$ cat config.mk
export PLATFORM = sky130hd
export DESIGN_NAME = sliding_window_median_flat
export DESIGN_NICKNAME = d
export VERILOG_FILES = /design/src/hdl/swm_pkg.sv /design/src/hdl/swm_sample_if.sv /design/src/hdl/swm_median_if.sv /design/src/hdl/sliding_window_median.sv /design/src/flat_wrapper.sv
export VERILOG_INCLUDE_DIRS = /design/src /design/src/hdl
export SDC_FILE = /design/constraint.sdc
export NUM_CORES = 1
export LEC_CHECK = 0
export ABC_AREA = 1
export BUFFER_PORTS_ARGS = -buffer_cell sky130_fd_sc_hd__buf_2
export CORE_UTILIZATION = 51
export CTS_CLUSTER_SIZE = 10
export DETAILED_ROUTE_END_ITERATION = 10
export GPL_ROUTABILITY_DRIVEN = 0
export PLACE_DENSITY = 0.73
export SLEW_MARGIN = 25
export SYNTH_ARGS = -nofsm -noshare
export SYNTH_HDL_FRONTEND = slang
export SYNTH_SLANG_ARGS = --single-unit
export TNS_END_PERCENT = 50
$ cat constraint.sdc
create_clock -name i_clk -period 5.5 [get_ports i_clk]
set_input_delay 0.275 -clock i_clk [delete_from_list [all_inputs] [get_ports i_clk]]
set_output_delay 0.275 -clock i_clk [all_outputs]
set_load 0.03 [all_outputs]
$ cat src/hdl/sliding_window_median_assert.svh
// Assertion macros for the sliding window median block.
// Needs i_clk and i_rst_n in the scope of the module that uses them.
`ifndef SLIDING_WINDOW_MEDIAN_ASSERT_SVH
`define SLIDING_WINDOW_MEDIAN_ASSERT_SVH

`ifndef SYNTHESIS
// Same-cycle implication, checked out of reset.
`define SWM_ASSERT_IMP(lbl, ante, cons) \
    lbl: assert property (@(posedge i_clk) disable iff (!i_rst_n) (ante) |-> (cons)) \
        else $error("swm assertion failed");
// Next-cycle implication, checked out of reset.
`define SWM_ASSERT_NXT(lbl, ante, cons) \
    lbl: assert property (@(posedge i_clk) disable iff (!i_rst_n) (ante) |=> (cons)) \
        else $error("swm assertion failed");
`else
`define SWM_ASSERT_IMP(lbl, ante, cons)
`define SWM_ASSERT_NXT(lbl, ante, cons)
`endif

`endif

$ cat src/hdl/swm_pkg.sv
// Package for the sliding window median block: window size, widths and types.
// No dependencies.
`timescale 1ns / 1ps

package swm_pkg;

    localparam int WINDOW   = 15;
    localparam int SAMPLE_W = 16;
    localparam int IDX_W    = (WINDOW > 1) ? $clog2(WINDOW) : 1;
    localparam int CNT_W    = $clog2(WINDOW + 1);

    localparam logic [SAMPLE_W-1:0] SENTINEL = '0;

    typedef logic [SAMPLE_W-1:0] t_sample;
    typedef logic [IDX_W-1:0]    t_idx;
    typedef logic [CNT_W-1:0]    t_cnt;

endpackage

$ cat src/hdl/swm_sample_if.sv
// Input channel of the sliding window median block: one sample per beat.
// Depends on swm_pkg.
`timescale 1ns / 1ps

interface swm_sample_if import swm_pkg::*; ();
    logic    valid;
    logic    ready;
    t_sample sample;

    modport source (output valid, output sample, input ready);
    modport sink   (input valid, input sample, output ready);
endinterface

$ cat src/hdl/swm_median_if.sv
// Output channel of the sliding window median block: one median per beat.
// Depends on swm_pkg.
`timescale 1ns / 1ps

interface swm_median_if import swm_pkg::*; ();
    logic    valid;
    logic    ready;
    t_sample median_value;

    modport source (output valid, output median_value, input ready);
    modport sink   (input valid, input median_value, output ready);
endinterface

$ cat src/hdl/sliding_window_median.sv
// Takes one sample at a time: a new sample is accepted only in idle, once the previous
// one has been merged into the sorted memory and its median passed to the output register.
// The pace is set by the single-port walk through the sorted memory (one entry a cycle),
// over every sample held before the beat; a result still held in the output register
// stalls the finish step until it is taken.
// Synchronous active-low reset clears the control state; no memory clearing pass.
`timescale 1ns / 1ps
`include "sliding_window_median_assert.svh"

module sliding_window_median import swm_pkg::*; (
    input  logic         i_clk,
    input  logic         i_rst_n,
    swm_sample_if.sink   i_smp,
    swm_median_if.source o_med
);

    typedef enum logic [4:0] {
        S_IDLE = 5'b00001,
        S_OLD  = 5'b00010,
        S_WALK = 5'b00100,
        S_END  = 5'b01000,
        S_FIN  = 5'b10000
    } t_state;

    // Ring memory holds samples in arrival order; sorted memory holds them ascending.
    t_sample ring_mem [WINDOW];
    t_sample sort_mem [WINDOW];
    t_sample ring_rdata;
    t_sample sort_rdata;

    t_state  r_state, n_state;
    t_sample r_new, n_new;
    t_sample r_old, n_old;
    t_idx    r_wp, n_wp;
    t_cnt    r_fill, n_fill;
    logic    r_full, n_full;
    t_cnt    r_m, n_m;
    t_cnt    r_n, n_n;
    t_cnt    r_rank, n_rank;
    t_cnt    r_rk, n_rk;
    t_cnt    r_wj, n_wj;
    t_sample r_carry, n_carry;
    logic    r_has_carry, n_has_carry;
    logic    r_ins, n_ins;
    logic    r_rem, n_rem;
    t_sample r_med, n_med;
    logic    r_ovalid, n_ovalid;
    t_sample r_odata, n_odata;

    logic    accept;
    logic    ring_we;
    logic    s_re;
    t_idx    s_raddr;
    logic    s_we;
    t_idx    s_waddr;
    t_sample s_wdata;

    assign accept       = i_smp.valid && i_smp.ready;
    assign i_smp.ready  = (r_state == S_IDLE);
    assign o_med.valid  = r_ovalid;
    assign o_med.median_value = r_odata;

    // Ring read happens on the accept beat, the write to the same entry in the cycle after.
    always_ff @(posedge i_clk) begin
        if (ring_we) begin
            ring_mem[r_wp] <= r_new;
        end
        if (accept) begin
            ring_rdata <= ring_mem[r_wp];
        end
    end

    // Writes always land at or below the entry just read, reads run ahead: no overlap.
    always_ff @(posedge i_clk) begin
        if (s_we) begin
            sort_mem[s_waddr] <= s_wdata;
        end
        if (s_re) begin
            sort_rdata <= sort_mem[s_raddr];
        end
    end

    always_comb begin
        logic    emit;
        t_sample emit_v;
        t_cnt    nxt;

        n_state     = r_state;
        n_new       = r_new;
        n_old       = r_old;
        n_wp        = r_wp;
        n_fill      = r_fill;
        n_full      = r_full;
        n_m         = r_m;
        n_n         = r_n;
        n_rank      = r_rank;
        n_rk        = r_rk;
        n_wj        = r_wj;
        n_carry     = r_carry;
        n_has_carry = r_has_carry;
        n_ins       = r_ins;
        n_rem       = r_rem;
        n_med       = r_med;
        n_ovalid    = r_ovalid;
        n_odata     = r_odata;
        ring_we     = 1'b0;
        s_re        = 1'b0;
        s_raddr     = '0;
        emit        = 1'b0;
        emit_v      = '0;
        nxt         = r_rk + CNT_W'(1);

        if (r_ovalid && o_med.ready) begin
            n_ovalid = 1'b0;
        end

        unique case (r_state)
            S_IDLE: begin
                if (accept) begin
                    n_new   = (i_smp.sample == SENTINEL) ? SENTINEL + SAMPLE_W'(1)
                                                         : i_smp.sample;
                    n_state = S_OLD;
                end
            end
            S_OLD: begin
                n_old   = ring_rdata;
                ring_we = 1'b1;
                n_wp    = (r_wp == IDX_W'(WINDOW - 1)) ? '0 : r_wp + IDX_W'(1);
                n_full  = (r_fill == CNT_W'(WINDOW));
                n_m     = r_fill;
                n_n     = n_full ? r_fill : r_fill + CNT_W'(1);
                n_rank  = (n_n - CNT_W'(1)) >> 1;
                n_wj        = '0;
                n_has_carry = 1'b0;
                n_ins       = 1'b0;
                n_rem       = 1'b0;
                n_rk        = '0;
                if (r_fill != '0) begin
                    s_re    = 1'b1;
                    n_state = S_WALK;
                end else begin
                    n_state = S_END;
                end
            end
            S_WALK: begin
                // Merge step: drop the evicted sample once, slot the new one in order.
                if (r_full && !r_rem && sort_rdata == r_old) begin
                    n_rem = 1'b1;
                    if (r_has_carry) begin
                        emit        = 1'b1;
                        emit_v      = r_carry;
                        n_has_carry = 1'b0;
                    end
                end else if (r_has_carry) begin
                    emit    = 1'b1;
                    emit_v  = r_carry;
                    n_carry = sort_rdata;
                end else if (!r_ins && r_new < sort_rdata) begin
                    emit        = 1'b1;
                    emit_v      = r_new;
                    n_carry     = sort_rdata;
                    n_has_carry = 1'b1;
                    n_ins       = 1'b1;
                end else begin
                    emit   = 1'b1;
                    emit_v = sort_rdata;
                end
                if (nxt < r_m) begin
                    s_re    = 1'b1;
                    s_raddr = nxt[IDX_W-1:0];
                    n_rk    = nxt;
                end else begin
                    n_state = S_END;
                end
            end
            S_END: begin
                // Flush the held entry, or append the new sample at the top.
                if (r_has_carry) begin
                    emit        = 1'b1;
                    emit_v      = r_carry;
                    n_has_carry = 1'b0;
                end else if (!r_ins) begin
                    emit   = 1'b1;
                    emit_v = r_new;
                    n_ins  = 1'b1;
                end
                n_fill  = r_n;
                n_state = S_FIN;
            end
            S_FIN: begin
                if (!r_ovalid || o_med.ready) begin
                    n_ovalid = 1'b1;
                    n_odata  = r_med;
                    n_state  = S_IDLE;
                end
            end
            default: begin
                n_state = S_IDLE;
            end
        endcase

        s_we    = emit;
        s_waddr = r_wj[IDX_W-1:0];
        s_wdata = emit_v;
        if (emit) begin
            n_wj = r_wj + CNT_W'(1);
            if (r_wj == r_rank) begin
                n_med = emit_v;
            end
        end
    end

    always_ff @(posedge i_clk) begin
        if (!i_rst_n) begin
            r_state     <= S_IDLE;
            r_wp        <= '0;
            r_fill      <= '0;
            r_full      <= 1'b0;
            r_m         <= '0;
            r_n         <= '0;
            r_rank      <= '0;
            r_rk        <= '0;
            r_wj        <= '0;
            r_has_carry <= 1'b0;
            r_ins       <= 1'b0;
            r_rem       <= 1'b0;
            r_ovalid    <= 1'b0;
        end else begin
            r_state     <= n_state;
            r_wp        <= n_wp;
            r_fill      <= n_fill;
            r_full      <= n_full;
            r_m         <= n_m;
            r_n         <= n_n;
            r_rank      <= n_rank;
            r_rk        <= n_rk;
            r_wj        <= n_wj;
            r_has_carry <= n_has_carry;
            r_ins       <= n_ins;
            r_rem       <= n_rem;
            r_ovalid    <= n_ovalid;
        end
    end

    always_ff @(posedge i_clk) begin
        r_new   <= n_new;
        r_old   <= n_old;
        r_carry <= n_carry;
        r_med   <= n_med;
        r_odata <= n_odata;
    end

    `SWM_ASSERT_IMP(a_fill_bound, 1'b1, r_fill <= CNT_W'(WINDOW))
    `SWM_ASSERT_IMP(a_sorted_len, r_state == S_FIN, r_wj == r_n && r_ins && !r_has_carry)
    `SWM_ASSERT_IMP(a_evict_seen, r_state == S_END && r_full, r_rem)
    `SWM_ASSERT_NXT(a_med_nonzero, r_state == S_FIN && n_state == S_IDLE, r_odata != SENTINEL)

endmodule

$ cat src/flat_wrapper.sv
// flat-port wrapper written by rule: the top's interface ports become plain ports
module sliding_window_median_flat import swm_pkg::*;
  (i_clk, i_rst_n, i_smp_valid, i_smp_sample, i_smp_ready, o_med_valid, o_med_median_value, o_med_ready);
  swm_sample_if i_smp_i ();
  swm_median_if o_med_i ();
  input  logic i_clk;
  input  logic i_rst_n;
  input wire logic [$bits(i_smp_i.valid)-1:0] i_smp_valid;
  input wire logic [$bits(i_smp_i.sample)-1:0] i_smp_sample;
  output wire logic [$bits(i_smp_i.ready)-1:0] i_smp_ready;
  output wire logic [$bits(o_med_i.valid)-1:0] o_med_valid;
  output wire logic [$bits(o_med_i.median_value)-1:0] o_med_median_value;
  input wire logic [$bits(o_med_i.ready)-1:0] o_med_ready;
  assign i_smp_i.valid = i_smp_valid;
  assign i_smp_i.sample = i_smp_sample;
  assign i_smp_ready = i_smp_i.ready;
  assign o_med_valid = o_med_i.valid;
  assign o_med_median_value = o_med_i.median_value;
  assign o_med_i.ready = o_med_ready;
  sliding_window_median u_core (.i_clk(i_clk), .i_rst_n(i_rst_n), .i_smp(i_smp_i), .o_med(o_med_i));
endmodule
# Yosys cells after proc, flatten, opt, wreduce, memory -nomap -nowiden

Memory sizes are Yosys's and may differ from the RTL's. A register that Yosys moved wholly into a read port is not among the register bits.
Cells that the tools add are included.

Add/subtract/negate cells: 5
Magnitude comparators: 2
Equality and inequality tests: 18
Mux-type cells: 49
Bitwise operators: 1
Reductions and logical operators: 25

Operators by type and width:

| kind                                                  | count |
|---|---|
| 2-to-1 mux 16 bit                                     | 8 |
| 2-to-1 mux 4 bit                                      | 8 |
| case mux 16 bit (2 select lines)                      | 1 |
| case mux 5 bit (5 select lines)                       | 1 |
| 2-to-1 mux 1 bit                                      | 22 |
| adder 4 x 1 -> 4 bit, second input constant           | 4 |
| equality test 16 bit                                  | 1 |
| logical NOT 16 bit                                    | 1 |
| < comparator 16 bit                                   | 1 |
| 2-to-1 mux 5 bit                                      | 3 |
| inequality test 2 bit, second input constant          | 5 |
| AND reduction 2 bit                                   | 5 |
| equality test 4 bit, second input constant            | 2 |
| inequality test 2 x 1 -> 1 bit, second input constant | 4 |
| case mux 1 bit (2 select lines)                       | 4 |
| case mux 4 bit (2 select lines)                       | 1 |
| nonzero test 2 bit                                    | 4 |
| AND reduction 3 bit                                   | 2 |
| equality test 5 x 1 -> 1 bit, second input constant   | 1 |
| equality test 5 x 2 -> 1 bit, second input constant   | 1 |
| equality test 5 x 3 -> 1 bit, second input constant   | 1 |
| equality test 5 x 4 -> 1 bit, second input constant   | 1 |
| equality test 5 bit, second input constant            | 1 |
| logical AND 1 bit                                     | 5 |
| 11 further kinds                                      | 13 |

Bits in registers: 117
Bits in writable memories: 480
Input port bits: 20
Output and inout bits: 18
Word-level logic and storage cells: 120
Memories kept: 2

Memory list:

| memory          | words | bits a word | read ports | clocked after memory_dff | wr ports | line                        | text |
|---|---|---|---|---|---|---|---|
| u_core.ring_mem | 15    | 16          | 1          | 1                        | 1        | sliding_window_median.sv:26 | `t_sample ring_mem [WINDOW];` |
| u_core.sort_mem | 15    | 16          | 1          | 1                        | 1        | sliding_window_median.sv:27 | `t_sample sort_mem [WINDOW];` |

# Longest topological paths before layout

Depth in word-level cells: 7
Gate-level depth with buffers: 17
Gate-level depth less buffers: 16

# Worst setup path after synthesis

Ideal clock, no wire load.

Kind: flip-flop to flip-flop
Start point: register u_core.r_rk[0] (netlist name)
End point: register u_core.r_new[0], enable pin
Setup time: 0.464 ns
Data arrival time: 3.971 ns
Data required time: 5.036 ns
Slack: 1.065 ns
Stages on the path, launching flop included: 11
Period minus slack after synthesis: 4.435 ns
Cell sequence: dfxtp_1 > ha_1 > xnor2_1 > inv_1 > ha_1 > nand2_1 > inv_1 > nand2_1 > nand3_4 > nand2_1 > nor3_1

RTL lines:

| what                   | line                         | text |
|---|---|---|
| end signal: assignment | sliding_window_median.sv:246 | `r_new <= n_new;` |
| end: declaration       | sliding_window_median.sv:32  | `t_sample r_new, n_new;` |

# Worst setup path after layout

Start point: register u_core.r_rk[0]
End point: register u_core.sort_rdata[3] (read register of u_core.sort_mem) (data pin)

Cells in the longest elaborated chain, start to end: 4
Elaborated cells between the ends (all ways): 6
Those cells by class: add/sub (1); order compare (1); mux (4)

RTL lines:

| what                                                                       | line                         | text |
|---|---|---|
| start: declaration                                                         | sliding_window_median.sv:40  | `t_cnt r_rk, n_rk;` |
| start signal: assignment                                                   | sliding_window_median.sv:236 | `r_rk <= n_rk;` |
| adder 4 x 1 -> 4 bit (*)                                                   | sliding_window_median.sv:111 | `nxt = r_rk + CNT_W'(1);` |
| < comparator 4 bit                                                         | sliding_window_median.sv:168 | `if (nxt < r_m) begin` |
| 2-to-1 mux 1 bit / 2-to-1 mux 4 bit (equally long branches)                | sliding_window_median.sv:168 |  |
| case mux 1 bit (2 select lines) / 2-to-1 mux 4 bit (equally long branches) | sliding_window_median.sv:117 | `unique case (r_state)` |
| end: declaration                                                           | sliding_window_median.sv:29  | `t_sample sort_rdata;` |

Every way passes the cells marked *; elsewhere a longest branch is shown, timed or not.
A chain may end at the register's enable or synchronous reset.

==> flow_metrics.py <==
metrics = {
    "global_routing": {
        "grt_pass1_vias": 16900,
        "grt-ovfl-total": 0,
        "grt_max_degree": 81,
        "grt_use_total": 0.232,
        "antenna_found_initial": 1,
        "grt_pass1_wl_um": 92700,
    },
    "cts": {
        "insertion_delay_ns": 0.60,
        "cts_setup_buffers": 0,
        "clk_pin_slew_worst_paths_ns": 0.05,
        "cts-root-buf": "clkbuf_16",
        "cts_max_path_buffers": 3,
        "cts_tree": "yes",
        "cts_num_sinks": 629,
        "cts_made_buffers": 73,
        "htreeDepth": 3,
        "cts_resized": 0,
    },
    "floorplan": {
        "ioPinCount": 38,
        "core-area_um2": 50300,
        "std_cell_rows": 82,
        "die_y_um": 228,
        "die_w_um": 228,
        "start_util": 0.518,
        "die_area_um2": 51900,
    },
    "logic_synthesis": {
        "synth-seq-area-share": 0.711,
        "avgSynthCellArea_um2": 11.8,
        "synth_warnings": 0,
        "synthArstFlopShare": 0,
        "synth_fp_nets": 2253,
        "yosysMostFrequentCell": "edfxtp_1",
        "synth_area_leader_cell": "edfxtp_1",
        "synth-edff-count": 592,
        "ys_ff_latch": 629,
        "synth_flop_cell": "edfxtp_1",
        "syn_inst": 2207,
        "ys_types": 44,
        "netlist.area_leader.share": 0.683,
        "syn-cell-area_um2": 26000,
        "yosys-top-cells-area": "edfxtp_1 68%, nand2_1 8.5%, nand3_1 3.3%",
        "synthTopCellsByCount": "592 x edfxtp_1, 588 x nand2_1, 227 x inv_1",
    },
    "placed_design": {
        "dp_worst_setup_slack_ns": 1.70,
        "placedCellCount": 2843,
        "hpwl_um": 35700,
        "io_buffers": 37,
    },
    "worst_setup_path": {
        "r2r_start": "u_core.r_rk[0]$_SDFFE_PN0P_",
        "path_buf_inv": 3,
        "worstPathCellList": "ha_1 -> xnor2_1 -> inv_1 -> ha_1 -> a21oi_1 -> nand3_4 -> inv_2 -> nand2_2 -> buf_4 -> nand3_1 -> nand3_1 -> nand3_1 -> nand2_1",
        "crit_top_cell": "nand3_1",
        "critical_path_arrival_ns": 4.16,
        "crit_path_max_fanout": 39,
        "slowest_stage": "nand2_2",
        "crit_start": "u_core.r_rk[0]$_SDFFE_PN0P_",
        "max_stage_delay_ns": 0.58,
        "path_delay_family": "simple AND/OR/NAND/NOR gates",
        "path_class": "reg -> reg",
        "worst_setup_path_end_kind": "flip-flop",
        "startpoint_type": "flip-flop",
        "crit_required_ns": 5.84,
    },
    "timing": {
        "worstMarginPinSlew_ns": 1.15,
        "rsz0062_at_grt": "false",
        "fmax_mhz": 262,
        "finalSetupViolCount": 0,
        "hold_violations": 0,
        "slew_violations": 0,
        "fin_skew_ns": 0.0185,
        "period_minus_slack_ns": 3.82,
        "slew_headroom": 0.229,
        "fin_crit_sh": 0.694,
        "setup_tns_ns": 0,
        "setup_ws_ns": 1.68,
    },
    "cells_and_area": {
        "area_growth_pct": 11.7,
        "fin_util": 0.578,
        "register_area_um2": 18500,
        "drive_gt1_frac": 0.0862,
        "layout.nets": 2309,
        "multi_input_area_um2": 6140,
        "fillCellCount": 3952,
        "stdcell_count": 2969,
    },
    "detailed_routing": {
        "num_vias": 16700,
        "drt_iter0_drc": 1714,
        "wirelength_um": 59500,
        "via_per_inst": 5.62,
        "ant_nets": 0,
        "drtPass1Iterations": 5,
        "post-route-drc-count": 0,
        "wl_per_cell_um": 20.0,
    },
    "power_and_ir_drop": {
        "vdd_drop_max_mv": 0.318,
        "power_mw": 10.5,
        "power_leakage_nw": 11.1,
        "p_per_area_nw_per_um2": 360,
    },
    "run_status": {
        "status": "finished, final reports clean",
    },
    "worst_hold_path": {
        "hp-start": "i_smp_valid",
        "hp-class": "in -> reg",
    },
    "flow_run": {
        "max_cap_viol_count": 0,
    },
}
power breakdown:
| group | internal, mW | switching, mW | total [mW] |
|---|---|---|---|
| Combinational | 0.202 | 0.434 | 0.636 |
| Sequential | 5.43 | 0.117 | 5.55 |
| Clock | 2.52 | 1.75 | 4.27 |
| Total | 8.15 | 2.30 | 10.5 |
final timing paths:
check,end,cells after the start,slack (ns)
worst min-delay path,u_core.r_state[0]$_SDFFE_PN1P_,3,0.05
worst max-delay path,u_core.sort_rdata[3]$_DFFE_PP_,13,1.68
worst min register to register,u_core.o_med.median_value[6]$_DFFE_PP_,0,0.42
worst max register to register,u_core.sort_rdata[3]$_DFFE_PP_,13,1.68
sequential cells by signal (all words and copies together), names as in the netlist, 3 cells and up:
name and count:
u_core.r_state 5, u_core.r_fill 4, u_core.r_n 4, u_core.r_med 16, u_core.r_old 16, u_core.r_wp 4
u_core.sort_mem 240, u_core.sort_rdata 16, u_core.r_new 16, u_core.ring_rdata 16, u_core.r_wj 4, u_core.r_rk 4
u_core.r_rank 3, u_core.ring_mem 240, u_core.r_m 4, u_core.r_carry 16, u_core.o_med.median_value 16
metrics by stage:
| step | cell area [um2] | hold WS (ns) |
|---|---|---|
| 2_1_floorplan | 26000 | 0.400 |
| 4_1_cts | 29100 | 0.0341 |
| 6_report | 29100 | 0.0488 |
| 3_3_place_gp | 26900 | 0.402 |
| 5_1_grt | 29100 | 0.0687 |
| 3_5_place_dp | 26900 | 0.405 |
layout make-up:
| type | count | share of cell area |
|---|---|---|
| Sequential cell | 629 | 0.637 |
| Multi-Input combinational cell | 1233 | 0.211 |
| Clock buffer | 103 | 0.0682 |
| Inverter | 234 | 0.0303 |
| Tap cell | 672 | 0.0289 |
| Timing Repair Buffer | 92 | 0.0220 |
| Clock inverter | 5 | 0.00207 |
| Antenna cell | 1 | 0.0000861 |
kinds of logic after synthesis:
family                     Yosys count  synth area share
AOI/OAI and AO/OA                  285            0.0722
buffers and inverters              345            0.0547
adders and majority gates           26            0.0125
xor gates and xnor gates             9           0.00303
DFF                                629             0.711
and+or+nand+nor                    913             0.146
routing by layer:
metal | part of all wire | global-route usage
met1 | 0.39 | 0.291
met2 | 0.50 | 0.396
met3 | 0.073 | 0.0403
met5 | 0 | 0
met4 | 0.034 | 0.0988
repair_timing:
item | in CTS | in global routing
hold buffers | 17 | 0
endpoints found under the setup margin | 0 | 0
hold endpoints to repair | 17 | 0
cells in the final DEF (no fill, tap or decap), types with 4 or more instances in the layout:
cell type and n:
nand2_1 587, a31oi_1 6, clkinv_1 4, buf_2 37, edfxtp_1 592, or2_2 11, buf_4 38, dfxtp_1 37
dlygate4sd3_1 17, a22oi_1 69, nor4_1 5, a221oi_1 12, xor2_1 7, nor3_1 5, inv_2 4, a21oi_1 83
o21ai_1 12, ha_1 26, clkbuf_1 28, o211ai_1 33, nand4_1 8, o211ai_2 9, inv_1 226, nor2_4 6
nand3_1 173, o221ai_1 13, nor2_1 104, clkbuf_16 75, o21ai_0 39
worst reg2reg max path, stage by stage (launching register included):
cell     delay, ns
dfxtp_1       0.35
ha_1          0.23
xnor2_1       0.41
inv_1         0.09
ha_1          0.19
a21oi_1       0.41
nand3_4       0.25
inv_2         0.11
nand2_2       0.58
buf_4         0.53
nand3_1       0.13
nand3_1       0.10
nand3_1       0.13
nand2_1       0.05
(Power assumes the default switching activity.)
